==> config.mk <==
export PLATFORM = sky130hd
export DESIGN_NAME = vlan_tag_insert_truncate
export DESIGN_NICKNAME = d
export VERILOG_FILES = /design/src/hdl/vti_pkg.sv /design/src/hdl/vlan_tag_insert_truncate.sv /design/src/hdl/vti_front.sv /design/src/hdl/vti_queue.sv /design/src/hdl/vti_back.sv
export SDC_FILE = /design/constraint.sdc
export NUM_CORES = 1
export LEC_CHECK = 0
export BUFFER_PORTS_ARGS = -buffer_cell sky130_fd_sc_hd__buf_2
export CORE_UTILIZATION = 50
export CTS_CLUSTER_DIAMETER = 200
export DETAILED_ROUTE_END_ITERATION = 10
export PLACE_DENSITY_LB_ADDON = 0.25
export SLEW_MARGIN = 20
export SYNTH_ARGS = -nofsm -noshare
export SYNTH_HDL_FRONTEND = slang
export SYNTH_SLANG_ARGS = --single-unit
==> constraint.sdc <==
create_clock -name clk -period 17.4 [get_ports clk]
set_input_delay 0 -clock clk [delete_from_list [all_inputs] [get_ports clk]]
set_output_delay 0 -clock clk [all_outputs]
set_load 0.05 [all_outputs]
==> src/hdl/vti_pkg.sv <==
// Shared types and constants for the VLAN tag insert / truncate block.
// No dependencies; imported by every module of the block but the checker.
package vti_pkg;

  localparam int LEN_W = 17;
  localparam int VID_W = 12;

  localparam int MAX_FRAME = 65536;
  localparam int MAC_BYTES = 2 * 6;
  localparam int TAG_BYTES = 4;
  localparam int TAG_END = MAC_BYTES + TAG_BYTES;

  localparam logic [7:0] TPID_HI = 8'h81;
  localparam logic [7:0] TPID_LO = 8'h00;

  localparam logic [LEN_W-1:0] POS_MAX = '1;

  localparam int QUEUE_DEPTH_DEF = 8;

  typedef enum logic [1:0] {
    REG_VLAN_ID     = 2'd0,
    REG_SNAP_LENGTH = 2'd1,
    REG_TAIL_TRIM   = 2'd2
  } reg_idx_t;

  // One queue entry: the result bytes caused by one accepted input byte.
  typedef struct packed {
    logic             drop;
    logic             byte_vld;
    logic [7:0]       data;
    logic             byte_eof;
    logic [2:0]       tag_cnt;
    logic             tag_eof;
    logic [VID_W-1:0] vid;
  } vti_entry_t;

endpackage

==> src/hdl/vlan_tag_insert_truncate.sv <==
// VLAN tag insertion with truncation, top level: front end, request queue, back end.
// Results of an accepted byte pass the QUEUE_DEPTH queue, then the output register.
// Throughput: one input byte per cycle while not full; one result per cycle out
// while pop is high. The byte before the tag yields up to 5 results, drained at one
// per cycle; back-to-back inserting frames fill the queue and then stall the input.
// Synchronous reset clears control state, not queue slots or output data.
module vlan_tag_insert_truncate #(
  parameter int QUEUE_DEPTH = vti_pkg::QUEUE_DEPTH_DEF
) (
  input  logic        clk,
  input  logic        rst,
  input  logic        cfg_write,
  input  logic [1:0]  cfg_index,
  input  logic [16:0] cfg_data,
  input  logic        push,
  output logic        full,
  input  logic [7:0]  data_byte,
  input  logic [16:0] frame_length,
  input  logic        last_byte,
  input  logic        tag_present,
  input  logic [15:0] tag_control,
  output logic        empty,
  input  logic        pop,
  output logic [7:0]  out_byte,
  output logic        end_of_frame,
  output logic        frame_dropped
);
  import vti_pkg::*;

  logic       accept;
  logic       entry_push;
  vti_entry_t entry;
  logic       head_valid;
  vti_entry_t head;
  logic       head_pop;

  assign accept = push && !full;

  vti_front u_front (
    .clk          (clk),
    .rst          (rst),
    .cfg_write    (cfg_write),
    .cfg_index    (cfg_index),
    .cfg_data     (cfg_data),
    .accept       (accept),
    .data_byte    (data_byte),
    .frame_length (frame_length),
    .last_byte    (last_byte),
    .tag_present  (tag_present),
    .tag_control  (tag_control),
    .entry_push   (entry_push),
    .entry        (entry)
  );

  vti_queue #(
    .DEPTH (QUEUE_DEPTH)
  ) u_queue (
    .clk      (clk),
    .rst      (rst),
    .wr_en    (entry_push),
    .wr_entry (entry),
    .full     (full),
    .rd_en    (head_pop),
    .rd_entry (head),
    .rd_valid (head_valid)
  );

  vti_back u_back (
    .clk           (clk),
    .rst           (rst),
    .head_valid    (head_valid),
    .head          (head),
    .head_pop      (head_pop),
    .empty         (empty),
    .pop           (pop),
    .out_byte      (out_byte),
    .end_of_frame  (end_of_frame),
    .frame_dropped (frame_dropped)
  );

endmodule

==> src/hdl/vti_front.sv <==
// Front end: configuration registers, per-frame setup and byte classification.
// Depends on vti_pkg; produces one vti_entry_t per accepted byte with results.
module vti_front (
  input  logic                    clk,
  input  logic                    rst,
  input  logic                    cfg_write,
  input  logic [1:0]              cfg_index,
  input  logic [16:0]             cfg_data,
  input  logic                    accept,
  input  logic [7:0]              data_byte,
  input  logic [16:0]             frame_length,
  input  logic                    last_byte,
  input  logic                    tag_present,
  input  logic [15:0]             tag_control,
  output logic                    entry_push,
  output vti_pkg::vti_entry_t     entry
);
  import vti_pkg::*;

  logic [VID_W-1:0] vlan_id;
  logic [LEN_W-1:0] snap_length;
  logic [LEN_W-1:0] tail_trim;

  logic [LEN_W-1:0] in_pos;
  logic [LEN_W-1:0] out_pos;
  logic             learned_valid;
  logic [VID_W-1:0] learned_vid;
  logic [VID_W-1:0] frame_vid;
  logic [LEN_W-1:0] frame_out_length;
  logic             frame_failed;

  logic             first;
  logic             lv_next;
  logic [VID_W-1:0] lvid_next;
  logic [VID_W-1:0] new_vid;
  logic [LEN_W:0]   len_ext;
  logic             new_fail;
  logic [LEN_W-1:0] nx0, nx1, nx2;

  logic [VID_W-1:0] cur_vid;
  logic             cur_fail;
  logic [LEN_W-1:0] cur_fol;
  logic [LEN_W-1:0] cur_op;
  logic             ins;
  logic [LEN_W:0]   idx;
  logic [LEN_W:0]   fol_ext;
  logic             byte_ok;
  logic             byte_eof;
  logic             is_tag;
  logic [2:0]       tag_cnt;
  logic             tag_eof;
  logic [LEN_W-1:0] op_after;
  logic             drop_late;

  always_comb begin
    first     = (in_pos == '0);
    lv_next   = tag_present ? 1'b1 : learned_valid;
    lvid_next = tag_present ? tag_control[VID_W-1:0] : learned_vid;
    new_vid   = lv_next ? lvid_next : vlan_id;

    len_ext  = {1'b0, frame_length} + (LEN_W+1)'(TAG_BYTES);
    new_fail = (new_vid != '0) &&
               ((len_ext > (LEN_W+1)'(MAX_FRAME)) || (frame_length <= LEN_W'(MAC_BYTES)));
    if (new_fail) begin
      nx0 = '0;
    end else if (new_vid != '0) begin
      nx0 = len_ext[LEN_W-1:0];
    end else begin
      nx0 = frame_length;
    end
    nx1 = (snap_length != '0 && nx0 > snap_length) ? snap_length : nx0;
    nx2 = (tail_trim != '0 && nx1 > tail_trim) ? nx1 - tail_trim : nx1;

    cur_vid  = first ? new_vid : frame_vid;
    cur_fail = first ? new_fail : frame_failed;
    cur_fol  = first ? nx2 : frame_out_length;
    cur_op   = first ? '0 : out_pos;

    ins = (cur_vid != '0);
    // past the MAC addresses an inserting frame shifts by the tag length
    if (ins && in_pos >= LEN_W'(MAC_BYTES)) begin
      idx = {1'b0, in_pos} + (LEN_W+1)'(TAG_BYTES);
    end else begin
      idx = {1'b0, in_pos};
    end
    fol_ext  = {1'b0, cur_fol};
    byte_ok  = (idx < fol_ext);
    byte_eof = ((idx + (LEN_W+1)'(1)) == fol_ext);

    is_tag = ins && (in_pos == LEN_W'(MAC_BYTES - 1));
    if (!is_tag) begin
      tag_cnt = '0;
    end else if (cur_fol >= LEN_W'(TAG_END)) begin
      tag_cnt = 3'(TAG_BYTES);
    end else if (cur_fol > LEN_W'(MAC_BYTES)) begin
      tag_cnt = 3'(cur_fol - LEN_W'(MAC_BYTES));
    end else begin
      tag_cnt = '0;
    end
    tag_eof = is_tag && (cur_fol > LEN_W'(MAC_BYTES)) && (cur_fol <= LEN_W'(TAG_END));

    if (tag_cnt != '0) begin
      op_after = LEN_W'(MAC_BYTES) + LEN_W'(tag_cnt);
    end else if (byte_ok) begin
      op_after = idx[LEN_W-1:0] + LEN_W'(1);
    end else begin
      op_after = cur_op;
    end
    drop_late = last_byte && (op_after < cur_fol);

    entry.drop     = cur_fail || drop_late;
    entry.byte_vld = byte_ok;
    entry.data     = data_byte;
    entry.byte_eof = byte_eof;
    entry.tag_cnt  = tag_cnt;
    entry.tag_eof  = tag_eof;
    entry.vid      = cur_vid;

    if (cur_fail) begin
      entry_push = accept && first;
    end else if (drop_late) begin
      entry_push = accept;
    end else begin
      entry_push = accept && (byte_ok || tag_cnt != '0);
    end
  end

  always_ff @(posedge clk) begin
    if (rst) begin
      vlan_id          <= '0;
      snap_length      <= '0;
      tail_trim        <= '0;
      in_pos           <= '0;
      out_pos          <= '0;
      learned_valid    <= 1'b0;
      learned_vid      <= '0;
      frame_vid        <= '0;
      frame_out_length <= '0;
      frame_failed     <= 1'b0;
    end else begin
      if (cfg_write) begin
        case (reg_idx_t'(cfg_index))
          REG_VLAN_ID:     vlan_id     <= cfg_data[VID_W-1:0];
          REG_SNAP_LENGTH: snap_length <= cfg_data[LEN_W-1:0];
          REG_TAIL_TRIM:   tail_trim   <= cfg_data[LEN_W-1:0];
          default: ;
        endcase
      end
      if (accept) begin
        if (first) begin
          learned_valid <= lv_next;
          learned_vid   <= lvid_next;
        end
        frame_vid        <= cur_vid;
        frame_failed     <= cur_fail;
        frame_out_length <= cur_fol;
        out_pos          <= op_after;
        if (last_byte) begin
          in_pos <= '0;
        end else if (in_pos != POS_MAX) begin
          in_pos <= in_pos + LEN_W'(1);
        end
      end
    end
  end

endmodule

==> src/hdl/vti_queue.sv <==
// Small register queue of classified requests between front and back end.
// Depends on vti_pkg for the entry type.
module vti_queue #(
  parameter int DEPTH = vti_pkg::QUEUE_DEPTH_DEF
) (
  input  logic                clk,
  input  logic                rst,
  input  logic                wr_en,
  input  vti_pkg::vti_entry_t wr_entry,
  output logic                full,
  input  logic                rd_en,
  output vti_pkg::vti_entry_t rd_entry,
  output logic                rd_valid
);
  import vti_pkg::*;

  localparam int AW = (DEPTH > 1) ? $clog2(DEPTH) : 1;
  localparam int CW = $clog2(DEPTH + 1);

  vti_entry_t    slots [DEPTH];
  logic [AW-1:0] wr_ptr;
  logic [AW-1:0] rd_ptr;
  logic [CW-1:0] count;
  logic          do_wr;
  logic          do_rd;

  assign full     = (count == CW'(DEPTH));
  assign rd_valid = (count != '0);
  assign rd_entry = slots[rd_ptr];
  assign do_wr    = wr_en && !full;
  assign do_rd    = rd_en && rd_valid;

  always_ff @(posedge clk) begin
    if (do_wr) begin
      slots[wr_ptr] <= wr_entry;
    end
  end

  always_ff @(posedge clk) begin
    if (rst) begin
      wr_ptr <= '0;
      rd_ptr <= '0;
      count  <= '0;
    end else begin
      if (do_wr) begin
        wr_ptr <= (wr_ptr == AW'(DEPTH - 1)) ? '0 : wr_ptr + AW'(1);
      end
      if (do_rd) begin
        rd_ptr <= (rd_ptr == AW'(DEPTH - 1)) ? '0 : rd_ptr + AW'(1);
      end
      if (do_wr && !do_rd) begin
        count <= count + CW'(1);
      end else if (do_rd && !do_wr) begin
        count <= count - CW'(1);
      end
    end
  end

endmodule

==> src/hdl/vti_back.sv <==
// Back end: expands each queued request into result bytes, one per cycle while the
// output register is empty or popped, into the output register. Depends on vti_pkg.
module vti_back (
  input  logic                clk,
  input  logic                rst,
  input  logic                head_valid,
  input  vti_pkg::vti_entry_t head,
  output logic                head_pop,
  output logic                empty,
  input  logic                pop,
  output logic [7:0]          out_byte,
  output logic                end_of_frame,
  output logic                frame_dropped
);
  import vti_pkg::*;

  logic       out_valid;
  logic [2:0] step;
  logic [2:0] total;
  logic [2:0] tag_k;
  logic [1:0] tsel;
  logic       last_elem;
  logic       load;
  logic [7:0] e_data;
  logic       e_eof;
  logic       e_drop;

  always_comb begin
    total     = {2'b00, head.byte_vld} + head.tag_cnt;
    tag_k     = step - {2'b00, head.byte_vld};
    tsel      = tag_k[1:0];
    last_elem = head.drop || ((step + 3'd1) == total);

    e_drop = 1'b0;
    if (head.drop) begin
      e_data = '0;
      e_eof  = 1'b1;
      e_drop = 1'b1;
    end else if (head.byte_vld && step == '0) begin
      e_data = head.data;
      e_eof  = head.byte_eof;
    end else begin
      case (tsel)
        2'd0:    e_data = TPID_HI;
        2'd1:    e_data = TPID_LO;
        2'd2:    e_data = {4'h0, head.vid[11:8]};
        default: e_data = head.vid[7:0];
      endcase
      e_eof = head.tag_eof && (tag_k == head.tag_cnt - 3'd1);
    end
  end

  assign load     = head_valid && (!out_valid || pop);
  assign head_pop = load && last_elem;
  assign empty    = !out_valid;

  always_ff @(posedge clk) begin
    if (rst) begin
      out_valid <= 1'b0;
      step      <= '0;
    end else begin
      if (load) begin
        out_valid <= 1'b1;
        step      <= last_elem ? '0 : step + 3'd1;
      end else if (pop) begin
        out_valid <= 1'b0;
      end
    end
  end

  always_ff @(posedge clk) begin
    if (load) begin
      out_byte      <= e_data;
      end_of_frame  <= e_eof;
      frame_dropped <= e_drop;
    end
  end

endmodule

# == After elaboration in Yosys (flattened, before gate mapping) ==
# Memories as Yosys holds them, arrays and structs flattened. A register that Yosys moved wholly into a read port is not among the register bits.
# Cells that the tools add are included.
# op_classes
order_cmp,10
reduce_logical,46
shifts,0
mux,36
n_div,0
bitwise,0
addsub,16
n_eq_ne,12
n_mul,0
# ops
operator,count
17-bit two-way mux,10
"17-bit by 3-bit adder with 18-bit output, second input constant",2
12-bit two-way mux,3
"17-bit by 1-bit adder with 17-bit output, second input constant",2
17-bit greater-than comparator,2
17-bit nonzero test,2
3-bit two-way mux,8
8-bit case mux with 3 select lines,1
12-bit nonzero test,2
1-bit logical AND,19
"18-bit by 1-bit adder with 18-bit output, second input constant",1
18-bit by 17-bit equality test with 1-bit output,1
"18-bit by 17-bit greater-than comparator with 1-bit output, second input constant",1
18-bit by 17-bit < comparator with 1-bit output,1
18-bit two-way mux,1
"17-bit by 4-bit equality test with 1-bit output, second input constant",1
"17-bit by 4-bit greater-or-equal comparator with 1-bit output, second input constant",1
"17-bit by 5-bit greater-or-equal comparator with 1-bit output, second input constant",1
"17-bit by 4-bit greater-than comparator with 1-bit output, second input constant",1
"17-bit by 4-bit less-or-equal comparator with 1-bit output, second input constant",1
"17-bit by 5-bit less-or-equal comparator with 1-bit output, second input constant",1
17-bit logical NOT,1
17-bit < comparator,1
"17-bit inequality test, second input constant",1
other kinds (25),55
# totals
n_memories,1
elab_cells,139
latchBits,0
out_inout_bits,12
regBits,147
ramBits,216
inputBits,67
rom_bits,0
# mem_list
name,words,width,read_ports,rd_ports_with_merged_regs,write_ports,line_no,text
u_queue.slots,8,27,1,1,1,vti_queue.sv:20,vti_entry_t slots [DEPTH];

# == Logic depth before layout (Yosys ltp) ==
# Gate-level depths: netlist of run 1.
# logic_depth
word_depth,27
depth_mapped,69

# == By module ==
# From an unflattened synthesis of run 1, not the netlist that was laid out.
# hier_totals
hier_cells,1975
area_unflattened_um2,20607.3
# by_module_without_submodules
module,area_per_inst_um2,seq_area_each_um2,cells_each,instances
vti_front,10722.8,2462.4,1491,1
vti_queue,8973.6,6746.5,389,1
vti_back,897.1,380.4,94,1
vlan_tag_insert_truncate,13.8,0.0,1,1

# == Least setup slack after synthesis of run 1 ==
# Ideal clock, no wire load.
# synth_path
kind,register to register
startpoint,register u_front.learned_valid
endpoint,memory u_queue.slots[2][0] in the netlist's numbering (enable)
synth_period_minus_slack_ps,15020
t_arrival_ps,14541
setup_ps,480
n_path_buf,12
t_required_ps,16920
path_stages_with_launch,58
setup_slack_ps,2380
path_cell_list,dfxtp_1 > clkbuf_1 > buf_4 > mux2i_1 > o21ai_1 > or4_1 > clkbuf_1 > or3_1 > buf_2 > mux2i_1 > nor3_1 > ha_1 > and4_1 > nand4_1 > a31o_2 > a211oi_1 > clkbuf_1 > buf_2 > [... 22 more ...] > a31o_2 > nand2_1 > clkbuf_1 > a31oi_1 > a21oi_1 > ha_1 > a21o_1 > a21o_1 > a21o_1 > a21o_1 > a21o_1 > a21o_1 > a211oi_1 > o21ai_0 > a211oi_1 > o21ai_2 > a31oi_4 > nor4bb_1
# synth_via
elab_chain_len,25
word_cells_on_any_way,41
# synth_rtl
item,line_no,text
from (decl),vti_front.sv:26,logic learned_valid;
from (signal assigned),vti_front.sv:151,learned_valid <= lv_next;
1-bit two-way mux (*),vti_front.sv:57,lv_next = tag_present ? 1'b1 : learned_valid;
12-bit two-way mux (*),vti_front.sv:59,new_vid = lv_next ? lvid_next : vlan_id;
12-bit nonzero test,"vti_front.sv:62, vti_front.sv:66",
17-bit two-way mux / 1-bit logical AND (equally long branches),"vti_front.sv:66, vti_front.sv:62",
17-bit two-way mux,vti_front.sv:64,if (new_fail) begin
17-bit greater-than comparator,vti_front.sv:71,nx1 = (snap_length != '0 && nx0 > snap_length) ? snap_length : nx0;
1-bit logical AND,vti_front.sv:71,
17-bit two-way mux,vti_front.sv:71,
[... 10 more ...],--,
named net u_front.op_after[2],vti_front.sv:52,logic [LEN_W-1:0] op_after;
17-bit < comparator (*),vti_front.sv:109,drop_late = last_byte && (op_after < cur_fol);
1-bit logical AND (*),vti_front.sv:109,
1-bit two-way mux (*),vti_front.sv:121,end else if (drop_late) begin
1-bit two-way mux (*),vti_front.sv:119,if (cur_fail) begin
1-bit logical AND (*),vti_queue.sv:30,assign do_wr = wr_en && !full;
named net u_queue.do_wr,vti_queue.sv:24,logic do_wr;
1-bit two-way mux (*),vti_queue.sv:34,if (do_wr) begin
1-bit two-way mux (implied by the code) (*),vti_queue.sv:35,slots[wr_ptr] <= wr_entry;
to (decl),vti_queue.sv:20,
# Mark *: on every way through the listed nets, which the timed path passes. The rest lies on a longest branch.

==> impl_metrics.tcl, run 1 <==
set metrics [dict create \
    status "finished, final reports clean" \
    rsz0062_at_grt "no" \
    whs_ps 43.1 \
    routed_wirelength_mm 54.5 \
    htree_num_levels 2 \
    antenna_found_initial 0 \
    cts-resized-gates 0 \
    vias_per_cell 6.07 \
    drt_iter0_drc 1440 \
    met1_length_mm 22.8 \
    hp-start "tag_present" \
    cts-root-buf "clkbuf_16" \
    drc 0 \
    mostFrequentLayoutCells "nand2_1, edfxtp_1, dfxtp_1, a21oi_1, nor2_1" \
    fin_crit_sh_pct 89.5 \
    num_antenna_cells 0 \
    vias 15500 \
    final_cell_area_um2 22800 \
    met3_length_mm 2.78 \
    hold_violations 0 \
    io_pins 79 \
    cts_buffers 38 \
    ys_seq_elements 366 \
    fin_nets 2152 \
    max_freq_ghz 0.0642 \
    core_um2 39900 \
    grt_pass1_vias 15100 \
    synth_cell_types 102 \
    io_buffers 74 \
    syn-num-nets 2080 \
    fill_cells 3379 \
    grt_max_degree 93 \
    dr.pass1.iters 6 \
    syn_avg_cell_area_um2 10.6 \
    critPathArrivalTime_ps 16090 \
    cp-startpoint "u_front.learned_valid$_SDFFE_PP0P_" \
    clk_pin_slew_ps 70 \
    die_w_um 203 \
    top_layer "met4" \
    drive_above_1_share_pct 13.7 \
    worstMarginPinSlew_ps 1050 \
    cp_slowest_cell "or4_1" \
    cap_violations 0 \
    syn-instance-count 1923 \
    synth_edf_count 226 \
    rr_startpoint "u_front.learned_valid$_SDFFE_PP0P_" \
    areaGrowthSynthToFinish_pct 12.2 \
    rows 73 \
    setup_viol 0 \
    yosysTopAreaCellShare_pct 33.4 \
    cts_tree "done" \
    synth.yosys.seq_area_share_pct 47.3 \
    final.setup.tns_ps 0 \
    post_cts_buffers 0 \
    drv_slew 0 \
    stdcell_count 2549 \
    start_util_pct 50.8 \
    die_h_um 203 \
    clock_sinks 366 \
    worst_path_most_repeated_cell "a21o_1" \
    layout_commonest_cell "nand2_1" \
    required_ps 17920 \
    gp_congestion 0.935 \
    async_reset_ff_share_pct 0 \
    clock_latency_ps 580 \
    grt_pass1_wl_mm 84.7 \
    max_slew_margin_pct 29.6 \
    fin_util_pct 57.0 \
    powerDensity_nw_per_um2 131 \
    hpwl_mm 37.5 \
    fin_skew_ps 43.3 \
    ir_drop_mv 0.0779 \
    route.antenna.remaining_nets 0 \
    cp-end-kind "flop" \
    max_stage_delay_ps 840 \
    synth_ff_type "edfxtp_1" \
    syn_area_um2 20300 \
    yosysTopAreaCell "edfxtp_1" \
    dpl_cell_area_um2 21100 \
    cts_buffer_depth 3 \
    finalCriticalPeriod_ps 15570 \
    wl_met2_mm 27.2 \
    synth_area_leaders "edfxtp_1, dfxtp_1, mux4_2" \
    synth_warnings 0 \
    crit_type "reg2reg" \
    track_usage_pct 26.4 \
    grt_overflow 0 \
    hp-class "in2reg" \
    cp_max_fo 32 \
    dpl.cell_count 2439 \
    post_drt_wl_per_cell_um 21.4 \
    p_leak_nw 8.15 \
    fp.dieArea_um2 41400 \
    critPathLaunchType "flop" \
]
-- synthesized netlist by cell type, types with 9 or more instances --
master,count
a211oi_1,30
a21o_1,29
a21oi_1,134
a22o_1,12
a22oi_1,9
a31oi_1,14
and2_1,15
and3_1,16
buf_1,14
buf_2,14
clkbuf_1,74
dfxtp_1,140
edfxtp_1,226
ha_1,88
inv_1,76
mux2_2,19
mux2i_1,64
mux4_2,57
nand2_1,238
nand3_1,42
nand4_1,27
nor2_1,133
nor2b_1,14
nor3_1,36
nor4_1,27
o21a_1,16
o21ai_0,52
o21ai_1,16
o2bb2ai_1,10
o31ai_1,17
or3_1,19
or4_1,11
xnor2_1,43
xor2_1,32
-- metrics by stage --
step           worst slack [ps]  total power [mW]
2_1_floorplan              2380              1.87
3_3_place_gp               2580              2.13
3_5_place_dp               2100              2.16
4_1_cts                    2090              3.00
5_1_grt                     779              3.13
6_report                   1830              2.98
-- routing by layer --
layer  vias to the layer above  GRT usage (%)
met4                         0           9.75
li1                       7317              -
met5                         -              0
met2                       493           46.2
met3                       105           3.66
met1                      7562           33.2
-- final cells by class --
type                       count  area (um^2)  area share [%]
tap                          525          657            2.88
clock buffer                  47          995            4.37
clock inverter                22          274            1.20
timing repair buffer         142          986            4.33
inverter                      81          304            1.34
multi-input combinational   1366         9960            43.7
sequential                   366         9590            42.1
-- logic make-up (layout without fill, tap and decap cells) --
group           count (synthesis)  in the layout  synth area share, %
simple gates                  644            644                 15.7
mux                           141            141                 10.6
compound gates                414            414                 13.5
buf+inv                       191            292                 3.88
fa+ha+maj                      90             90                 5.62
flops                         366            366                 47.3
xor+xnor                       77             77                 3.43
-- report_power, final --
| part | total (mW) | internal, mW | switching [mW] |
|---|---|---|---|
| Clock | 0.831 | 0.474 | 0.357 |
| Combinational | 1.09 | 0.443 | 0.652 |
| Sequential | 1.06 | 1.01 | 0.0527 |
-- path summary, 6_finish.rpt --
| kind | to | slack [ps] | cells after the start |
|---|---|---|---|
| max | u_queue.count[3]$_SDFFE_PP0P_ | 1830 | 57 |
| min | u_front.frame_vid[11]$_SDFFE_PP0P_ | 40 | 5 |
| max reg2reg | u_queue.count[3]$_SDFFE_PP0P_ | 1830 | 57 |
| min reg2reg | u_front.frame_vid[0]$_SDFFE_PP0P_ | 450 | 2 |
-- worst max-delay path: cells and delay by family (launching register included) --
kind	cells	cell delay, ps
compound gates	33	7260
xor+xnor	1	100
fa+ha+maj	6	1750
buf+inv	6	1700
simple gates	9	3210
flops	1	810
mux	2	650
-- what timing repair did --
| action | CTS | global route |
|---|---|---|
| hold buffers | 41 | 0 |
| setup endpoints to repair | 0 | 0 |
| hold endpoints to repair | 155 | 0 |
-- flip-flops by register name, indices dropped and copies added (netlist names), named ones only --
signal,flops
u_back.end_of_frame,1
u_back.frame_dropped,1
u_back.out_byte,8
u_back.out_valid,1
u_back.step,3
u_front.frame_failed,1
u_front.frame_out_length,17
u_front.frame_vid,12
u_front.in_pos,17
u_front.learned_valid,1
u_front.learned_vid,12
u_front.out_pos,17
u_front.snap_length,17
u_front.tail_trim,17
u_front.vlan_id,12
u_queue.count,4
u_queue.rd_ptr,3
u_queue.slots,216
u_queue.wr_ptr,3
Power figures use the tool's default switching activity.
==> run 2, diff against run 1 <==
Settings changed: CORE_UTILIZATION 50 to 43, REMOVE_ABC_BUFFERS from default to 1.
==> run 2 against run 1 <==
Utilization shrank 7.6 points. Clock power increased by 8.4%. Cell area is 1.2% higher. Worst setup slack got worse by 380 ps. Hold slack worse by 20 ps. Global-route usage fell by 3.6 points. Critical path depth decreased by 5. Non-clock buffer count increased by 3. Combinational power hardly changed. Critical endpoint unchanged. Largest cell class unchanged. Largest power group unchanged.
==> impl_metrics.tcl, run 2 (synthesis results as in run 1) <==
set metrics [dict create \
    status "finished, final reports clean" \
    cp.depth 52 \
    critPathArrivalTime_ps 16450 \
    cts_tree "done" \
    drv_slew 0 \
    rr_startpoint "u_front.learned_valid$_SDFFE_PP0P_" \
    dpl_cell_area_um2 21200 \
    io_buffers 74 \
    hpwl_mm 37.5 \
    mostFrequentLayoutCells "nand2_1, edfxtp_1, dfxtp_1, a21oi_1, nor2_1" \
    track_usage_pct 22.8 \
    p_leak_nw 8.25 \
    fin_crit_sh_pct 91.7 \
    r2r_cells 52 \
    largest_reg_flops 216 \
    drc 0 \
    largest-register "u_queue.slots" \
    post_drt_wl_per_cell_um 20.6 \
    fin_nets 2156 \
    fp.dieArea_um2 48100 \
    dp_slack_ps 1880 \
    rsz0062_at_grt "no" \
    required_ps 17900 \
    ir_drop_mv 0.111 \
    cp_max_fo 43 \
    powerDensity_nw_per_um2 132 \
    cts_buffers 39 \
    grt_overflow 0 \
    route.antenna.remaining_nets 0 \
    htree_num_levels 2 \
    critical-path-top-delay-family "compound AO/OA/AOI/OAI gates" \
    cts-root-buf "clkbuf_16" \
    crit_type "reg2reg" \
    final_cell_area_um2 23000 \
    hold_path_end "u_front.vlan_id[7]$_SDFFE_PP0P_" \
    post_cts_buffers 0 \
    finalWorstSetupSlack_ps 1450 \
    cts-resized-gates 0 \
    path_buf_inv 3 \
    vias_per_cell 5.88 \
    hold_buffers 46 \
    cp_slowest_cell "o31ai_1" \
    cp-end-kind "flop" \
    clock_latency_ps 590 \
    num_antenna_cells 0 \
    drt_iter0_drc 1339 \
    holdPathStages 4 \
    cap_violations 0 \
    max_freq_ghz 0.0627 \
    io_pins 79 \
    fin_skew_ps 31.3 \
    worstMarginPinSlew_ps 1160 \
    start_util_pct 43.6 \
    max_stage_delay_ps 950 \
    vias 15500 \
    die_h_um 219 \
    gp_congestion 0.935 \
    hp-start "cfg_write" \
    routed_wirelength_mm 54.4 \
    timing.rr.end "u_queue.count[3]$_SDFFE_PP0P_" \
    clk_pin_slew_ps 60 \
    rows 79 \
    setup_viol 0 \
    dr.pass1.iters 7 \
    ff2ff_setup_slack_ps 1450 \
    finalCriticalPeriod_ps 15950 \
    grt_pass1_vias 14900 \
    final.setup.tns_ps 0 \
    antenna_found_initial 0 \
    max_slew_margin_pct 22.6 \
    grt_pass1_wl_mm 84.5 \
    drive_above_1_share_pct 14.0 \
    cts_buffer_depth 3 \
    core_um2 46600 \
    layout_commonest_cell "nand2_1" \
    hold_violations 0 \
    clock_sinks 366 \
    grt_max_degree 75 \
    die_w_um 219 \
    hp-class "in2reg" \
    critPathLaunchType "flop" \
    areaGrowthSynthToFinish_pct 13.5 \
]
## run 2: changes by cell type in the layout (fill, tap and decap cells not counted), moves of 2 or more
cell           delta
clkbuf_1          -5
buf_4             -2
clkinv_8          -2
clkinv_2          +5
clkinv_1          -4
dlygate4sd3_1     +5
inv_16            +2
bufinv_16         +3
## run 2: metrics by stage
step	util (%)	power, mW	hold slack, ps	cells
floorplan	-	1.85	69.1	1813
global placement	45.5	2.13	259	2519
detailed placement	45.5	2.15	264	2519
CTS	49.5	3.07	2.13	2636
global route	49.5	3.20	42.0	2636
finish	49.5	3.05	23.3	2636
## run 2: worst min-delay path, stage by stage
cell	delay [ps]
buf_2	120
nor3b_2	230
mux2i_1	140
nor2_1	70
## run 2: layout make-up
class	instances	area, um^2
Fill cell	4177	23500
Inverter	81	304
Clock buffer	44	1010
Clock inverter	27	390
Tap cell	607	759
Sequential cell	366	9590
Timing Repair Buffer	145	1020
Multi-Input combinational cell	1366	9950
## run 2: how the worst max path moves through the flow
| stage | startpoint | to | slack, ps |
|---|---|---|---|
| detailed placement | u_front.learned_valid$_SDFFE_PP0P_ | u_queue.count[3]$_SDFFE_PP0P_ | 1880 |
| global placement | u_front.learned_valid$_SDFFE_PP0P_ | u_queue.count[3]$_SDFFE_PP0P_ | 1970 |
| floorplan | u_front.learned_valid$_SDFFE_PP0P_ | u_queue.slots[2][0]$_DFFE_PP_ | 260 |
| CTS | u_front.learned_valid$_SDFFE_PP0P_ | u_queue.count[3]$_SDFFE_PP0P_ | 1850 |
| global route | u_front.learned_valid$_SDFFE_PP0P_ | u_queue.count[3]$_SDFFE_PP0P_ | 670 |
| finish | u_front.learned_valid$_SDFFE_PP0P_ | u_queue.count[3]$_SDFFE_PP0P_ | 1450 |
## run 2: layer usage
layer,GRT usage (%),vias to the layer above,routed length (um)
li1,-,7318,-
met1,30.2,7592,23400
met2,38.6,493,26400
met3,2.73,101,2960
met4,7.36,0,1560
met5,0,-,0
## run 2: where the power goes
part           total (mW)  internal, mW  switching, mW
Sequential           1.05          1.01         0.0470
Combinational        1.10         0.442          0.655
Clock               0.901         0.534          0.367
==> run 3, diff against run 2 <==
Settings changed: ABC_AREA from default to 1, CAP_MARGIN from default to 20.
==> run 3 against run 2 <==
Critical path depth increased by 18. Cell area decreased by 0.86%. Largest power group unchanged. Combinational power increased by 27%.
==> impl_metrics.tcl, run 3 <==
set metrics [dict create \
    status "finished, final reports clean" \
    drv_slew 0 \
    synth_warnings 0 \
    htree_num_levels 2 \
    setup_viol 0 \
    yosysTopAreaCellShare_pct 33.9 \
    die_h_um 218 \
    grt_pass1_vias 16000 \
    io_buffers 74 \
    syn_area_um2 20000 \
    synth_compound_area_share_pct 16.0 \
    multiInputGateArea_um2 9060 \
    synth_commonest_cells "nand2_1, nor2_1, inv_1" \
    dr.pass1.iters 6 \
    fin_skew_ps 11.4 \
    hp-class "in2reg" \
    largest_reg_flops 216 \
    critPathLaunchType "flop" \
    grt_pass1_wl_mm 83.6 \
    hpwl_mm 34.7 \
    cp-end-kind "flop" \
    cts_buffer_depth 3 \
    synth-xor-area-share_pct 2.14 \
    ir_drop_mv 0.0829 \
    mostFrequentLayoutCells "nand2_1, nor2_1, inv_1, o21ai_0, edfxtp_1" \
    syn-instance-count 2427 \
    drt_iter0_drc 1302 \
    grt_max_degree 110 \
    rows 78 \
    critPathArrivalTime_ps 14000 \
    post_drt_wl_per_cell_um 16.9 \
    synth.yosys.seq_area_share_pct 47.9 \
    antenna_found_initial 0 \
    async_reset_ff_share_pct 0 \
    fin_crit_sh_pct 77.9 \
    gp_congestion 0.884 \
    yosysTopAreaCell "edfxtp_1" \
    max_stage_delay_ps 720 \
    max_freq_ghz 0.0738 \
    num_antenna_cells 0 \
    p_leak_nw 9.24 \
    cap_violations 0 \
    die_w_um 218 \
    areaGrowthSynthToFinish_pct 14.0 \
    powerDensity_nw_per_um2 151 \
    worstMarginPinSlew_ps 1100 \
    cts-resized-gates 0 \
    routed_wirelength_mm 52.9 \
    worst_path_most_repeated_cell "nand2_1" \
    stdcell_count 3138 \
    syn_avg_cell_area_um2 8.25 \
    muxShareOfSynthArea_pct 0.0500 \
    core_um2 45700 \
    max_slew_margin_pct 26.5 \
    crit_type "reg2reg" \
    route.antenna.remaining_nets 0 \
    finalCriticalPeriod_ps 13560 \
    fin_nets 2663 \
    vias 17000 \
    fill_cells 4320 \
    rsz0062_at_grt "no" \
    yosysMostFrequentCell "nand2_1" \
    synthSimpleGateAreaFrac_pct 21.0 \
    fp.dieArea_um2 47400 \
    clock_latency_ps 570 \
    synth_top_family_by_area "simple AND/OR/NAND/NOR gates" \
    track_usage_pct 22.3 \
    clock_sinks 366 \
    hold_violations 0 \
    cts_tree "done" \
    final.setup.tns_ps 0 \
    drive_above_1_share_pct 9.22 \
    dpl.cell_count 3017 \
    grt_overflow 0 \
    cts_buffers 40 \
    layout_commonest_cell "nand2_1" \
    synth_cell_types 60 \
    final-seq-area_um2 9590 \
    cp_slowest_cell "nand2_2" \
    start_util_pct 43.9 \
    synth_area_leaders "edfxtp_1, dfxtp_1, nand2_1" \
    vias_per_cell 5.40 \
    drc 0 \
    cts-root-buf "clkbuf_16" \
    synth_ff_type "edfxtp_1" \
    synth_edf_count 226 \
    synthAdderAreaFrac_pct 5.70 \
    clk_pin_slew_ps 60 \
    ys_seq_elements 366 \
    required_ps 17840 \
    cp_max_fo 28 \
    largest-register "u_queue.slots" \
    io_pins 79 \
]
-- run 3: through the flow --
stage	cell area (um^2)	util, %	worst slack (ps)	power, mW	hold slack (ps)
floorplan	19600	-	6850	2.11	69.1
global placement	20900	45.7	4250	2.49	271
detailed placement	20900	45.7	4070	2.52	266
CTS	22800	49.8	4070	3.45	13.0
global route	22800	50.0	2200	3.67	58.8
finish	22800	50.0	3840	3.44	38.6
-- run 3: repair_timing --
action / 4_1_cts / 5_1_grt
setup buffers: 0 / 0
endpoints found under the setup margin: 0 / 0
hold buffers: 44 / 0
endpoints found under the hold margin: 144 / 0
-- run 3: final timing paths --
path	start	end	slack [ps]	cells past startpoint
min reg2reg	u_front.learned_vid[10]$_SDFFE_PP0P_	u_front.learned_vid[10]$_SDFFE_PP0P_	450	2
max reg2reg	u_front.learned_valid$_SDFFE_PP0P_	u_queue.count[3]$_SDFFE_PP0P_	3840	70
max	u_front.learned_valid$_SDFFE_PP0P_	u_queue.count[3]$_SDFFE_PP0P_	3840	70
min	cfg_index[1]	u_front.tail_trim[7]$_SDFFE_PP0P_	40	4
-- run 3: where the power goes --
group	total (mW)	switching [mW]	internal [mW]
Combinational	1.40	0.966	0.437
Sequential	1.12	0.0419	1.08
Clock	0.910	0.360	0.550
Total	3.44	1.37	2.07
-- run 3: layer usage --
metal / global-route usage [%] / part of all wire, %
met2: 38.3 / 48
met1: 29.0 / 44
met5: 0 / 0
met4: 6.50 / 2.3
met3: 3.07 / 4.8
-- run 3: worst max-delay path: cells and delay by family, from the launching register on --
kind | cells | cell delay (ps)
flip-flops | 1 | 300
AND/OR/NAND/NOR | 36 | 5770
buffers and inverters | 9 | 1950
adder cells (fa/ha/maj) | 6 | 1670
AO/OA/AOI/OAI | 19 | 3640
-- run 3: layout make-up --
class	instances	area share [%]
Clock buffer	59	5.18
Clock inverter	15	1.07
Inverter	268	4.42
Multi-Input combinational cell	1693	39.7
Sequential cell	366	42.0
Tap cell	600	3.29
Timing Repair Buffer	137	4.37
-- run 3: kinds of logic after synthesis --
kind of cell               after synthesis
AOI/OAI and AO/OA                      568
xor gates and xnor gates                49
adders and majority gates               90
buffers and inverters                  368
DFF                                    366
muxes                                    1
and+or+nand+nor                        985
